### config.mk
export PLATFORM = sky130hd
export DESIGN_NAME = size_keyed_id_pool
export DESIGN_NICKNAME = d
export VERILOG_FILES = /design/src/skip_pkg.sv /design/src/skip_dp.sv /design/src/skip_ctrl.sv /design/src/size_keyed_id_pool.sv
export VERILOG_INCLUDE_DIRS = /design/src /design/src/src
export SDC_FILE = /design/constraint.sdc
export NUM_CORES = 1
export LEC_CHECK = 0
export BUFFER_PORTS_ARGS = -buffer_cell sky130_fd_sc_hd__buf_4
export CORE_ASPECT_RATIO = 0.8
export CORE_MARGIN = 2
export CORE_UTILIZATION = 62
export DETAILED_ROUTE_END_ITERATION = 7
export GPL_ROUTABILITY_DRIVEN = 0
export GPL_TIMING_DRIVEN = 0
export PLACE_DENSITY = 0.84
export SETUP_SLACK_MARGIN = 0.15
export SYNTH_ARGS = -nofsm -noshare
export SYNTH_HDL_FRONTEND = slang
export SYNTH_SLANG_ARGS = --single-unit
### constraint.sdc
create_clock -name i_clk -period 5.5 [get_ports i_clk]
set_input_delay 0 -clock i_clk [delete_from_list [all_inputs] [get_ports i_clk]]
set_output_delay 0 -clock i_clk [all_outputs]
set_load 0.01 [all_outputs]
### src/size_keyed_id_pool_defines.svh
// assertion macros used by the id pool datapath
`ifndef SIZE_KEYED_ID_POOL_DEFINES_SVH
`define SIZE_KEYED_ID_POOL_DEFINES_SVH
`ifndef SYNTHESIS
// same-cycle implication, held off during reset
`define SKIP_ASSERT_IMP(label, clk, rst_n, ante, cons) \
    label: assert property (@(posedge clk) disable iff (!rst_n) (ante) |-> (cons)) \
        else $error("id pool check failed");
// next-cycle implication, held off during reset
`define SKIP_ASSERT_NXT(label, clk, rst_n, ante, cons) \
    label: assert property (@(posedge clk) disable iff (!rst_n) (ante) |=> (cons)) \
        else $error("id pool check failed");
`else
`define SKIP_ASSERT_IMP(label, clk, rst_n, ante, cons)
`define SKIP_ASSERT_NXT(label, clk, rst_n, ante, cons)
`endif
`endif

### src/skip_pkg.sv
// types and codes shared by the id pool controller and datapath
`default_nettype none
package skip_pkg;

    // slot mode codes, code three reads as empty
    localparam logic [1:0] MODE_EMPTY = 2'd0;
    localparam logic [1:0] MODE_OUT   = 2'd1;
    localparam logic [1:0] MODE_AVAIL = 2'd2;

    typedef enum logic [2:0] {
        ST_REUSED    = 3'd0,
        ST_NEW       = 3'd1,
        ST_POOLED    = 3'd2,
        ST_DROPPED   = 3'd3,
        ST_UNKNOWN   = 3'd4,
        ST_FULL      = 3'd5,
        ST_EXHAUSTED = 3'd6
    } t_status;

    typedef enum logic [2:0] {
        S_CLEAR,
        S_IDLE,
        S_SCAN1,
        S_PICK,
        S_SCAN2,
        S_FINISH
    } t_state;

    // which slot a finishing request writes
    typedef enum logic [1:0] {
        WR_NONE,
        WR_AT_AVAIL,
        WR_AT_OUT,
        WR_AT_EMPTY
    } t_wr;

    typedef struct packed {
        logic [1:0]  mode;
        logic [15:0] ident;
        logic [15:0] bytes;
    } t_slot;

    typedef struct packed {
        logic       clear_en;
        logic       load;
        logic       scan_start;
        logic       key2;
        logic       finish;
        t_wr        wr;
        logic [1:0] wr_mode;
        t_status    status;
    } t_cmd;

    typedef struct packed {
        logic addr_last;
        logic scan_done;
        logic is_ret;
        logic avail_found;
        logic out_found;
        logic empty_found;
        logic cnt_over;
        logic out_free;
    } t_stat;

endpackage
`default_nettype wire

### src/skip_dp.sv
// datapath: slot memory, scan unit, id counter and result register
`default_nettype none
`include "size_keyed_id_pool_defines.svh"
module skip_dp #(
    parameter int POOL_SLOTS = 32
) (
    input  wire logic          i_clk,
    input  wire logic          i_rst_n,
    input  wire skip_pkg::t_cmd i_cmd,
    output skip_pkg::t_stat    o_stat,
    input  wire logic          i_cfg_valid,
    input  wire logic [15:0]   i_cfg_start_id,
    input  wire logic          i_command,
    input  wire logic [15:0]   i_req_size,
    input  wire logic [15:0]   i_ret_id,
    output logic               o_out_valid,
    input  wire logic          i_out_ready,
    output logic [15:0]        o_result_id,
    output logic [2:0]         o_status
);
    import skip_pkg::*;

    localparam int IDX_W = (POOL_SLOTS > 1) ? $clog2(POOL_SLOTS) : 1;
    localparam logic [IDX_W-1:0] LAST_IDX = IDX_W'(POOL_SLOTS - 1);

    t_slot mem [POOL_SLOTS];

    logic [IDX_W-1:0] r_addr;
    logic             r_scan_active;
    logic             r_rd_valid;
    logic [IDX_W-1:0] r_rd_idx;
    t_slot            r_rd_word;

    logic        r_cmd_ret;
    logic [15:0] r_key_bytes;
    logic [15:0] r_key_ident;
    logic [16:0] r_counter;

    logic             r_avail_found;
    logic [IDX_W-1:0] r_avail_idx;
    logic [15:0]      r_avail_ident;
    logic             r_out_found;
    logic [IDX_W-1:0] r_out_idx;
    logic [15:0]      r_out_bytes;
    logic             r_empty_found;
    logic [IDX_W-1:0] r_empty_idx;

    logic        r_out_valid;
    logic [15:0] r_result_id;
    t_status     r_status;

    logic             wr_en;
    logic [IDX_W-1:0] wr_addr;
    t_slot            wr_word;
    logic             hit_avail;
    logic             hit_out;
    logic             hit_empty;

    // address walk shared by the clearing pass and the scans
    always_ff @(posedge i_clk) begin
        if (!i_rst_n) begin
            r_addr        <= '0;
            r_scan_active <= 1'b0;
            r_rd_valid    <= 1'b0;
        end else begin
            r_rd_valid <= r_scan_active;
            if (i_cmd.clear_en) begin
                r_addr <= (r_addr == LAST_IDX) ? '0 : r_addr + 1'b1;
            end else if (i_cmd.scan_start) begin
                r_addr        <= '0;
                r_scan_active <= 1'b1;
            end else if (r_scan_active) begin
                if (r_addr == LAST_IDX) begin
                    r_scan_active <= 1'b0;
                end else begin
                    r_addr <= r_addr + 1'b1;
                end
            end
        end
    end

    // write port source select
    always_comb begin
        wr_en   = 1'b0;
        wr_addr = r_addr;
        wr_word = '{mode: MODE_EMPTY, ident: 16'd0, bytes: 16'd0};
        if (i_cmd.clear_en) begin
            wr_en = 1'b1;
        end else if (i_cmd.finish) begin
            case (i_cmd.wr)
                WR_AT_AVAIL: begin
                    wr_en   = 1'b1;
                    wr_addr = r_avail_idx;
                    wr_word = '{mode: i_cmd.wr_mode, ident: r_avail_ident,
                                bytes: r_key_bytes};
                end
                WR_AT_OUT: begin
                    wr_en   = 1'b1;
                    wr_addr = r_out_idx;
                    wr_word = '{mode: i_cmd.wr_mode, ident: r_key_ident,
                                bytes: r_out_bytes};
                end
                WR_AT_EMPTY: begin
                    wr_en   = 1'b1;
                    wr_addr = r_empty_idx;
                    wr_word = '{mode: i_cmd.wr_mode, ident: r_counter[15:0],
                                bytes: r_key_bytes};
                end
                default: begin
                    wr_en = 1'b0;
                end
            endcase
        end
    end

    // slot memory, one write and one registered read
    always_ff @(posedge i_clk) begin
        if (wr_en) begin
            mem[wr_addr] <= wr_word;
        end
        if (r_scan_active) begin
            r_rd_word <= mem[r_addr];
            r_rd_idx  <= r_addr;
        end
    end

    // compare the slot just read against the keys
    always_comb begin
        hit_avail = (r_rd_word.mode == MODE_AVAIL) && (r_rd_word.bytes == r_key_bytes);
        hit_out   = (r_rd_word.mode == MODE_OUT) && (r_rd_word.ident == r_key_ident);
        hit_empty = (r_rd_word.mode != MODE_OUT) && (r_rd_word.mode != MODE_AVAIL);
    end

    // lowest matching slot of each kind
    always_ff @(posedge i_clk) begin
        if (!i_rst_n) begin
            r_avail_found <= 1'b0;
            r_out_found   <= 1'b0;
            r_empty_found <= 1'b0;
        end else if (i_cmd.scan_start) begin
            r_avail_found <= 1'b0;
            r_out_found   <= 1'b0;
            r_empty_found <= 1'b0;
        end else if (r_rd_valid) begin
            if (hit_avail && !r_avail_found) begin
                r_avail_found <= 1'b1;
                r_avail_idx   <= r_rd_idx;
                r_avail_ident <= r_rd_word.ident;
            end
            if (hit_out && !r_out_found) begin
                r_out_found <= 1'b1;
                r_out_idx   <= r_rd_idx;
                r_out_bytes <= r_rd_word.bytes;
            end
            if (hit_empty && !r_empty_found) begin
                r_empty_found <= 1'b1;
                r_empty_idx   <= r_rd_idx;
            end
        end
    end

    // request beat capture and second-pass key
    always_ff @(posedge i_clk) begin
        if (i_cmd.load) begin
            r_cmd_ret   <= i_command;
            r_key_bytes <= i_req_size;
            r_key_ident <= i_command ? i_ret_id : r_counter[15:0];
        end else if (i_cmd.key2) begin
            if (r_cmd_ret) begin
                r_key_bytes <= r_out_bytes;
            end else begin
                r_key_ident <= r_avail_ident;
            end
        end
    end

    // fresh id counter, advanced by each fresh grant and otherwise loaded by a config beat
    always_ff @(posedge i_clk) begin
        if (!i_rst_n) begin
            r_counter <= '0;
        end else if (i_cmd.finish && (i_cmd.status == ST_NEW)) begin
            r_counter <= r_counter + 17'd1;
        end else if (i_cfg_valid) begin
            r_counter <= {1'b0, i_cfg_start_id};
        end
    end

    // result register
    always_ff @(posedge i_clk) begin
        if (!i_rst_n) begin
            r_out_valid <= 1'b0;
        end else if (i_cmd.finish) begin
            r_out_valid <= 1'b1;
        end else if (i_out_ready) begin
            r_out_valid <= 1'b0;
        end
    end

    always_ff @(posedge i_clk) begin
        if (i_cmd.finish) begin
            r_status <= i_cmd.status;
            case (i_cmd.status)
                ST_REUSED: r_result_id <= r_avail_ident;
                ST_NEW:    r_result_id <= r_counter[15:0];
                default:   r_result_id <= 16'd0;
            endcase
        end
    end

    assign o_out_valid = r_out_valid;
    assign o_result_id = r_result_id;
    assign o_status    = r_status;

    // status back to the controller
    always_comb begin
        o_stat.addr_last   = (r_addr == LAST_IDX);
        o_stat.scan_done   = r_rd_valid && (r_rd_idx == LAST_IDX);
        o_stat.is_ret      = r_cmd_ret;
        o_stat.avail_found = r_avail_found;
        o_stat.out_found   = r_out_found;
        o_stat.empty_found = r_empty_found;
        o_stat.cnt_over    = r_counter[16];
        o_stat.out_free    = !r_out_valid || i_out_ready;
    end

    // a fresh grant always advances the counter by one
    `SKIP_ASSERT_NXT(a_new_bumps_counter, i_clk, i_rst_n,
        i_cmd.finish && (i_cmd.status == ST_NEW), r_counter == $past(r_counter) + 17'd1)
    // table writes never land while a scan is reading
    `SKIP_ASSERT_IMP(a_write_outside_scan, i_clk, i_rst_n,
        i_cmd.finish && (i_cmd.wr != WR_NONE), !r_scan_active && !r_rd_valid)
    // a reuse needs an available slot of the size
    `SKIP_ASSERT_IMP(a_reuse_has_slot, i_clk, i_rst_n,
        i_cmd.finish && (i_cmd.status == ST_REUSED), r_avail_found)

endmodule
`default_nettype wire

### src/skip_ctrl.sv
// controller: clearing pass, scan sequencing and the per-request decision
`default_nettype none
module skip_ctrl (
    input  wire logic           i_clk,
    input  wire logic           i_rst_n,
    input  wire logic           i_in_valid,
    output logic                o_in_ready,
    input  wire skip_pkg::t_stat i_stat,
    output skip_pkg::t_cmd      o_cmd
);
    import skip_pkg::*;

    t_state r_state;
    t_state n_state;

    // state register
    always_ff @(posedge i_clk) begin
        if (!i_rst_n) begin
            r_state <= S_CLEAR;
        end else begin
            r_state <= n_state;
        end
    end

    // next state and commands
    always_comb begin
        n_state       = r_state;
        o_in_ready    = 1'b0;
        o_cmd         = '0;
        o_cmd.wr      = WR_NONE;
        o_cmd.wr_mode = MODE_EMPTY;
        o_cmd.status  = ST_UNKNOWN;
        case (r_state)
            S_CLEAR: begin
                o_cmd.clear_en = 1'b1;
                if (i_stat.addr_last) begin
                    n_state = S_IDLE;
                end
            end
            S_IDLE: begin
                o_in_ready = 1'b1;
                if (i_in_valid) begin
                    o_cmd.load       = 1'b1;
                    o_cmd.scan_start = 1'b1;
                    n_state          = S_SCAN1;
                end
            end
            S_SCAN1: begin
                if (i_stat.scan_done) begin
                    n_state = S_PICK;
                end
            end
            // second pass when the first one found the slot of interest
            S_PICK: begin
                if (i_stat.is_ret ? i_stat.out_found : i_stat.avail_found) begin
                    o_cmd.scan_start = 1'b1;
                    o_cmd.key2       = 1'b1;
                    n_state          = S_SCAN2;
                end else begin
                    n_state = S_FINISH;
                end
            end
            S_SCAN2: begin
                if (i_stat.scan_done) begin
                    n_state = S_FINISH;
                end
            end
            S_FINISH: begin
                if (i_stat.out_free) begin
                    o_cmd.finish = 1'b1;
                    n_state      = S_IDLE;
                    if (i_stat.is_ret) begin
                        if (!i_stat.out_found) begin
                            o_cmd.status = ST_UNKNOWN;
                        end else if (i_stat.avail_found) begin
                            o_cmd.status  = ST_DROPPED;
                            o_cmd.wr      = WR_AT_OUT;
                            o_cmd.wr_mode = MODE_EMPTY;
                        end else begin
                            o_cmd.status  = ST_POOLED;
                            o_cmd.wr      = WR_AT_OUT;
                            o_cmd.wr_mode = MODE_AVAIL;
                        end
                    end else if (i_stat.avail_found) begin
                        // reuse a pooled id: mark its slot out, or drop the slot if the id is held elsewhere
                        o_cmd.status  = ST_REUSED;
                        o_cmd.wr      = WR_AT_AVAIL;
                        o_cmd.wr_mode = i_stat.out_found ? MODE_EMPTY : MODE_OUT;
                    end else if (i_stat.cnt_over) begin
                        o_cmd.status = ST_EXHAUSTED;
                    end else if (i_stat.out_found) begin
                        o_cmd.status = ST_NEW;
                    end else if (i_stat.empty_found) begin
                        o_cmd.status  = ST_NEW;
                        o_cmd.wr      = WR_AT_EMPTY;
                        o_cmd.wr_mode = MODE_OUT;
                    end else begin
                        o_cmd.status = ST_FULL;
                    end
                end
            end
            default: begin
                n_state = S_CLEAR;
            end
        endcase
    end

endmodule
`default_nettype wire

### src/size_keyed_id_pool.sv
// top level of the size keyed id pool
//
//  channel   direction  ports                                      beat
//  cfg       in         i_cfg_valid / o_cfg_ready, i_cfg_start_id  one start id write
//  request   in         i_in_valid / o_in_ready, i_command,        one get or return
//                       i_req_size, i_ret_id
//  result    out        o_out_valid / i_out_ready, o_result_id,    one id and status
//                       o_status
//
// one request at a time; each pass walks the slot memory over its single read port,
//   one slot per cycle, and a second pass follows when the first finds the slot of interest
// after reset a clearing pass empties the table; no request is taken meanwhile,
//   config beats are taken at any time
// the result sits in an output register; a stalled result holds the next request
//   in its finish state until the register frees
`default_nettype none
module size_keyed_id_pool #(
    parameter int POOL_SLOTS = 32
) (
    input  wire logic        i_clk,
    input  wire logic        i_rst_n,
    input  wire logic        i_cfg_valid,
    output logic             o_cfg_ready,
    input  wire logic [15:0] i_cfg_start_id,
    input  wire logic        i_in_valid,
    output logic             o_in_ready,
    input  wire logic        i_command,
    input  wire logic [15:0] i_req_size,
    input  wire logic [15:0] i_ret_id,
    output logic             o_out_valid,
    input  wire logic        i_out_ready,
    output logic [15:0]      o_result_id,
    output logic [2:0]       o_status
);
    import skip_pkg::*;

    t_cmd  cmd;
    t_stat stat;

    // always ready; a start id beat is lost if a fresh grant advances the counter in that cycle
    assign o_cfg_ready = 1'b1;

    skip_ctrl u_ctrl (
        .i_clk      (i_clk),
        .i_rst_n    (i_rst_n),
        .i_in_valid (i_in_valid),
        .o_in_ready (o_in_ready),
        .i_stat     (stat),
        .o_cmd      (cmd)
    );

    skip_dp #(
        .POOL_SLOTS (POOL_SLOTS)
    ) u_dp (
        .i_clk          (i_clk),
        .i_rst_n        (i_rst_n),
        .i_cmd          (cmd),
        .o_stat         (stat),
        .i_cfg_valid    (i_cfg_valid),
        .i_cfg_start_id (i_cfg_start_id),
        .i_command      (i_command),
        .i_req_size     (i_req_size),
        .i_ret_id       (i_ret_id),
        .o_out_valid    (o_out_valid),
        .i_out_ready    (i_out_ready),
        .o_result_id    (o_result_id),
        .o_status       (o_status)
    );

endmodule
`default_nettype wire
**Word level (Yosys, flattened, before mapping)**

Memories as Yosys holds them, arrays and structs flattened. A register that Yosys moved wholly into a read port is not among the register bits.
Index checks and enable logic that the tools add are counted.

- Reductions and logical operators: 32
- Add/sub/neg operators: 2
- Bitwise operators: 2
- Eq/ne operators: 24
- Mux-type cells: 60

Operators with widths:

| cell | count |
|---|---|
| 16-bit 2-to-1 mux | 7 |
| 34-bit case mux with 3 select lines | 1 |
| 34-bit 2-to-1 mux | 2 |
| 5-bit 2-to-1 mux | 8 |
| 17-bit 2-to-1 mux | 2 |
| 16-bit == test | 2 |
| 16-bit case mux with 2 select lines | 1 |
| 3-bit 2-to-1 mux | 9 |
| 3-bit case mux with 6 select lines | 1 |
| 17-bit by 1-bit adder with 17-bit output, second input constant | 1 |
| 1-bit 2-to-1 mux | 17 |
| 4-bit 2-to-1 mux | 4 |
| 8-bit 2-to-1 mux | 2 |
| 5-bit case mux with 3 select lines | 1 |
| 7-bit 2-to-1 mux | 2 |
| 2-bit != test, second input constant | 7 |
| 2-bit AND reduction | 6 |
| 4-bit AND reduction | 3 |
| 5-bit == test, second input constant | 2 |
| 1-bit logical AND | 8 |
| 2-bit nonzero test | 4 |
| 2-bit == test, second input constant | 3 |
| 3-bit by 1-bit == test with 1-bit output, second input constant | 2 |
| 3-bit by 2-bit == test with 1-bit output, second input constant | 2 |
| other kinds (15) | 23 |

- Memories: 1
- Register bits after elaboration: 135
- RAM bits: 1088
- Output and inout port bits: 22
- Word-level logic and storage cells: 141
- Input bits: 54

Memories:

| memory | words | bits a word | rd ports | clocked after Yosys merged registers in | write ports | RTL line | RTL |
|---|---|---|---|---|---|---|---|
| u_dp.mem | 32 | 34 | 1 | 1 | 1 | skip_dp.sv:26 | `t_slot mem [POOL_SLOTS];` |

**Longest topological paths before layout**

- Word-level depth: 14
- Mapped depth: 8
- Depth with buffers taken out: 8

**Cells and area by module**

From an unflattened synthesis, not the netlist that was laid out.

- Cell total of the unflattened synthesis: 3044
- Area, all modules: 50282.0 um^2

Modules (own cells, without submodules):

| module | instances | sequential area each (um^2) | cells an instance | area each (um^2) |
|---|---|---|---|---|
| skip_dp | 1 | 37375.8 | 2991 | 49907.9 |
| skip_ctrl | 1 | 60.1 | 51 | 362.8 |
| size_keyed_id_pool | 1 | 0.0 | 2 | 11.3 |

**Worst setup path before layout**

OpenSTA, ideal clock, no wires.

- Kind: flip-flop to flip-flop
- Start point: reg u_ctrl.r_state[1]
- End point: mem u_dp.mem[0][32] in the netlist's numbering, data pin
- Cell stages (with the launch flop): 4
- Data arrival time: 3678 ps
- Setup time: 755 ps
- Required time: 4745 ps
- Buffers on the path: 0
- Period minus slack after synthesis: 4433 ps
- Path slack: 1067 ps
- Path through: dfxtp_1 -> and3b_1 -> nand2_1 -> a2111oi_0

RTL lines:

| item | RTL line | RTL |
|---|---|---|
| from (decl) | skip_ctrl.sv:13 | `t_state r_state;` |
| from (signal assigned) | skip_ctrl.sv:21 | `r_state <= n_state;` |
| to (decl) | skip_dp.sv:26 |  |

==> flow_summary.json <==
{
  "status": "finished, violations left",
  "violations": "design-rule violations",
  "fin_crit_sh": 0.851,
  "die-area_mm2": 0.0814,
  "yosys.area.top_type_share": 0.751,
  "crit_path_max_incr_delay_ns": 1.08,
  "dieWidth_um": 318,
  "reg2reg_depth": 8,
  "die_h_um": 256,
  "cp.buffers_inverters": 3,
  "timing.final.crit_period_ns": 4.68,
  "relSlewSlack": 0.0179,
  "min_path_cells": 2,
  "worstSetupStartpointType": "register",
  "placement_rows": 92,
  "worstMarginPinSlew_ns": 1.47,
  "overflow": 0,
  "fin_skew_ns": 0.0347,
  "max_cap_violations": 0,
  "syn-cell-area_mm2": 0.0490,
  "synth_cell_types": 59,
  "drive_above_1_share": 0.279,
  "grt_pass1_vias": 27197,
  "slowest_stage": "nor2_4",
  "async_flop_share": 0,
  "cp.depth": 8,
  "crit_chain": "and3b_1 > nand2_1 > inv_1 > buf_2 > a32o_1 > nand4_1 > nor2_4 > buf_16",
  "post-place-ws_ns": 1.35,
  "num-nets-final": 2651,
  "clockBufferDepth": 3,
  "avgViaCountPerCell": 7.29,
  "p_leak_nw": 17.6,
  "synth_nets": 2350,
  "finalMaxSlewViolations": 0,
  "avgRoutedWirePerCell_um": 37.2,
  "place_area_mm2": 0.0523,
  "irDropWorstVdd_mv": 0.323,
  "synth_top_flop_cell": "edfxtp_1",
  "p_total_mw": 25.2,
  "syn_inst": 2291,
  "fin_area_mm2": 0.0566,
  "use_met3": 0.0938,
  "critPathKind": "register to register",
  "detail-route-antenna-nets": 0,
  "hp-class": "input pin to register",
  "finalHoldViolations": 0,
  "cts.htree.levels": 3,
  "crit_fanout": 28,
  "ioPinCount": 76,
  "drcViolationCount": 10,
  "drtIter0Drc": 5143,
  "grtUsageMet1": 0.457,
  "clkSlewWorstSetupHoldPaths_ns": 0.07,
  "cp_top_family": "simple AND/OR/NAND/NOR gates",
  "cts_resized": 0,
  "cts_tree": "done",
  "via_count": 27129,
  "synth_edf_count": 1226,
  "grt_start_max_net_pins": 45,
  "dp_hpwl_um": 79900,
  "yosysWarnings": 0,
  "clk_latency_ns": 0.72,
  "required_ns": 5.90,
  "synth_area_leaders": "edfxtp_1 (75%), mux4_2 (16%), nand2_1 (1.3%)",
  "arrival_ns": 5.08,
  "ys_seq_elements": 1257,
  "grt.total_usage": 0.342,
  "core_area_mm2": 0.0785,
  "cts_sinks": 1257,
  "cts-root-buf": "clkbuf_16",
  "met2_usage": 0.546,
  "maxClockFrequency_ghz": 0.214,
  "ys_seq_area_frac": 0.763,
  "rsz0062_at_grt": "no",
  "grt_pass1_wl_um": 197000,
  "yosysTopAreaCell": "edfxtp_1",
  "grt-busiest-layer": "met2",
  "power.density_mw_per_mm2": 445,
  "start_util": 0.625,
  "setup-violations-final": 0,
  "cp-end-kind": "register",
  "routed_wl_um": 138000,
  "antenna_found_initial": 7,
  "setup_slack_ns": 0.819,
  "io_buffers": 73,
  "drt_first_pass_iters": 8,
  "cts_buffers": 112,
  "final_core_util": 0.721,
  "fill_cells": 4054,
  "area_delta_synth_final_pct": 15.4,
  "syn_area_per_cell_um2": 21.4
}
kinds of logic (layout without fill, tap and decap cells):
family,count (synthesis),count (layout),synth area share
other,1,2,0.0000765
and+or+nand+nor,328,328,0.0296
AOI/OAI and AO/OA,136,136,0.0205
muxes,391,391,0.167
DFF,1257,1257,0.763
adders and majority gates,5,5,0.00128
buffers and inverters,139,533,0.0120
xor gates and xnor gates,34,34,0.00607
worst register-to-register path, stage by stage, from the launching register on:
cell and delay [ns]:
dfxtp_1 0.43, and3b_1 0.27, nand2_1 0.23, inv_1 0.28, buf_2 0.76, a32o_1 0.43, nand4_1 0.62, nor2_4 1.08
buf_16 0.26
cell usage after synthesis, drive strengths merged (14+ instances only):
cell type  count
buf           50
edfxtp      1226
mux2i         35
nor3          14
o21ai         28
dfxtp         31
nand2        175
mux4         340
xor2          23
nor2          72
a22o          16
inv           18
nand4         15
clkbuf        69
mux2          16
nand3         18
a21oi         43
power by group:
part | switching, mW | internal (mW) | total, mW
logic | 3.56 | 2.50 | 6.06
registers | 0.215 | 11.0 | 11.2
clock network | 3.58 | 4.29 | 7.87
cell usage in the layout (no fill, tap or decap), types with 13 or more instances in the layout:
master / count
nand2_1: 175
mux2i_1: 35
buf_16: 24
nor2_1: 38
nor3_1: 13
clkinv_1: 21
xor2_1: 23
dfxtp_1: 30
buf_4: 74
buf_2: 35
nand4_1: 13
o21ai_2: 16
buf_8: 15
mux4_2: 340
nor2_4: 32
nand3_1: 14
clkbuf_1: 102
a21oi_1: 41
a22o_1: 14
mux2_2: 16
edfxtp_1: 1226
buf_1: 13
clkbuf_16: 115
dlygate4sd3_1: 59
inv_1: 17
repair_timing:
item                                   CTS  global route
hold buffers                            59             0
endpoints found under the hold margin   56             0
buffers inserted                         0             0
layout make-up:
cell class | count | area [um2] | area share
clock inverters | 54 | 543 | 0.00960
multi-input cells | 895 | 11300 | 0.200
diodes | 1 | 2.50 | 0.0000442
clock buffers | 153 | 3060 | 0.0541
well taps | 1034 | 1290 | 0.0229
flip-flops and latches | 1257 | 37400 | 0.662
repair buffers | 187 | 2310 | 0.0409
inverters | 20 | 75.1 | 0.00133
plain buffers | 119 | 514 | 0.00909
layer usage:
layer	vias to the layer above	routed length (um)
li1	10148	-
met1	13719	45100
met2	2735	67000
met3	517	19700
met4	10	6450
met5	-	67
final timing paths:
check / startpoint / to / slack (ns)
max reg2reg: u_ctrl.r_state[2] / u_dp.mem[16][23] / 0.82
max: u_ctrl.r_state[2] / u_dp.mem[16][23] / 0.82
min: i_command / u_dp.r_cmd_ret / 0.1
min reg2reg: u_dp.r_addr[3] / u_dp.r_rd_idx[3] / 0.45
through the flow:
stage | std cells | hold slack [ns] | setup TNS [ns]
finish | 3720 | 0.0953 | 0
global route | 3719 | 0.0897 | 0
CTS | 3716 | 0.0396 | 0
detailed placement | 3450 | 0.201 | 0
global placement | 3398 | 0.202 | -184.14
floorplan | 2291 | 0.0989 | 0
state kept, by name, indices dropped and copies added, names as in the netlist, 16 cells and up:
signal              count
u_dp.mem             1088
u_dp.r_rd_word         34
u_dp.r_counter         17
u_dp.o_result_id       16
u_dp.r_avail_ident     16
u_dp.r_key_bytes       16
u_dp.r_key_ident       16
u_dp.r_out_bytes       16
Power figures use the tool's default switching activity.
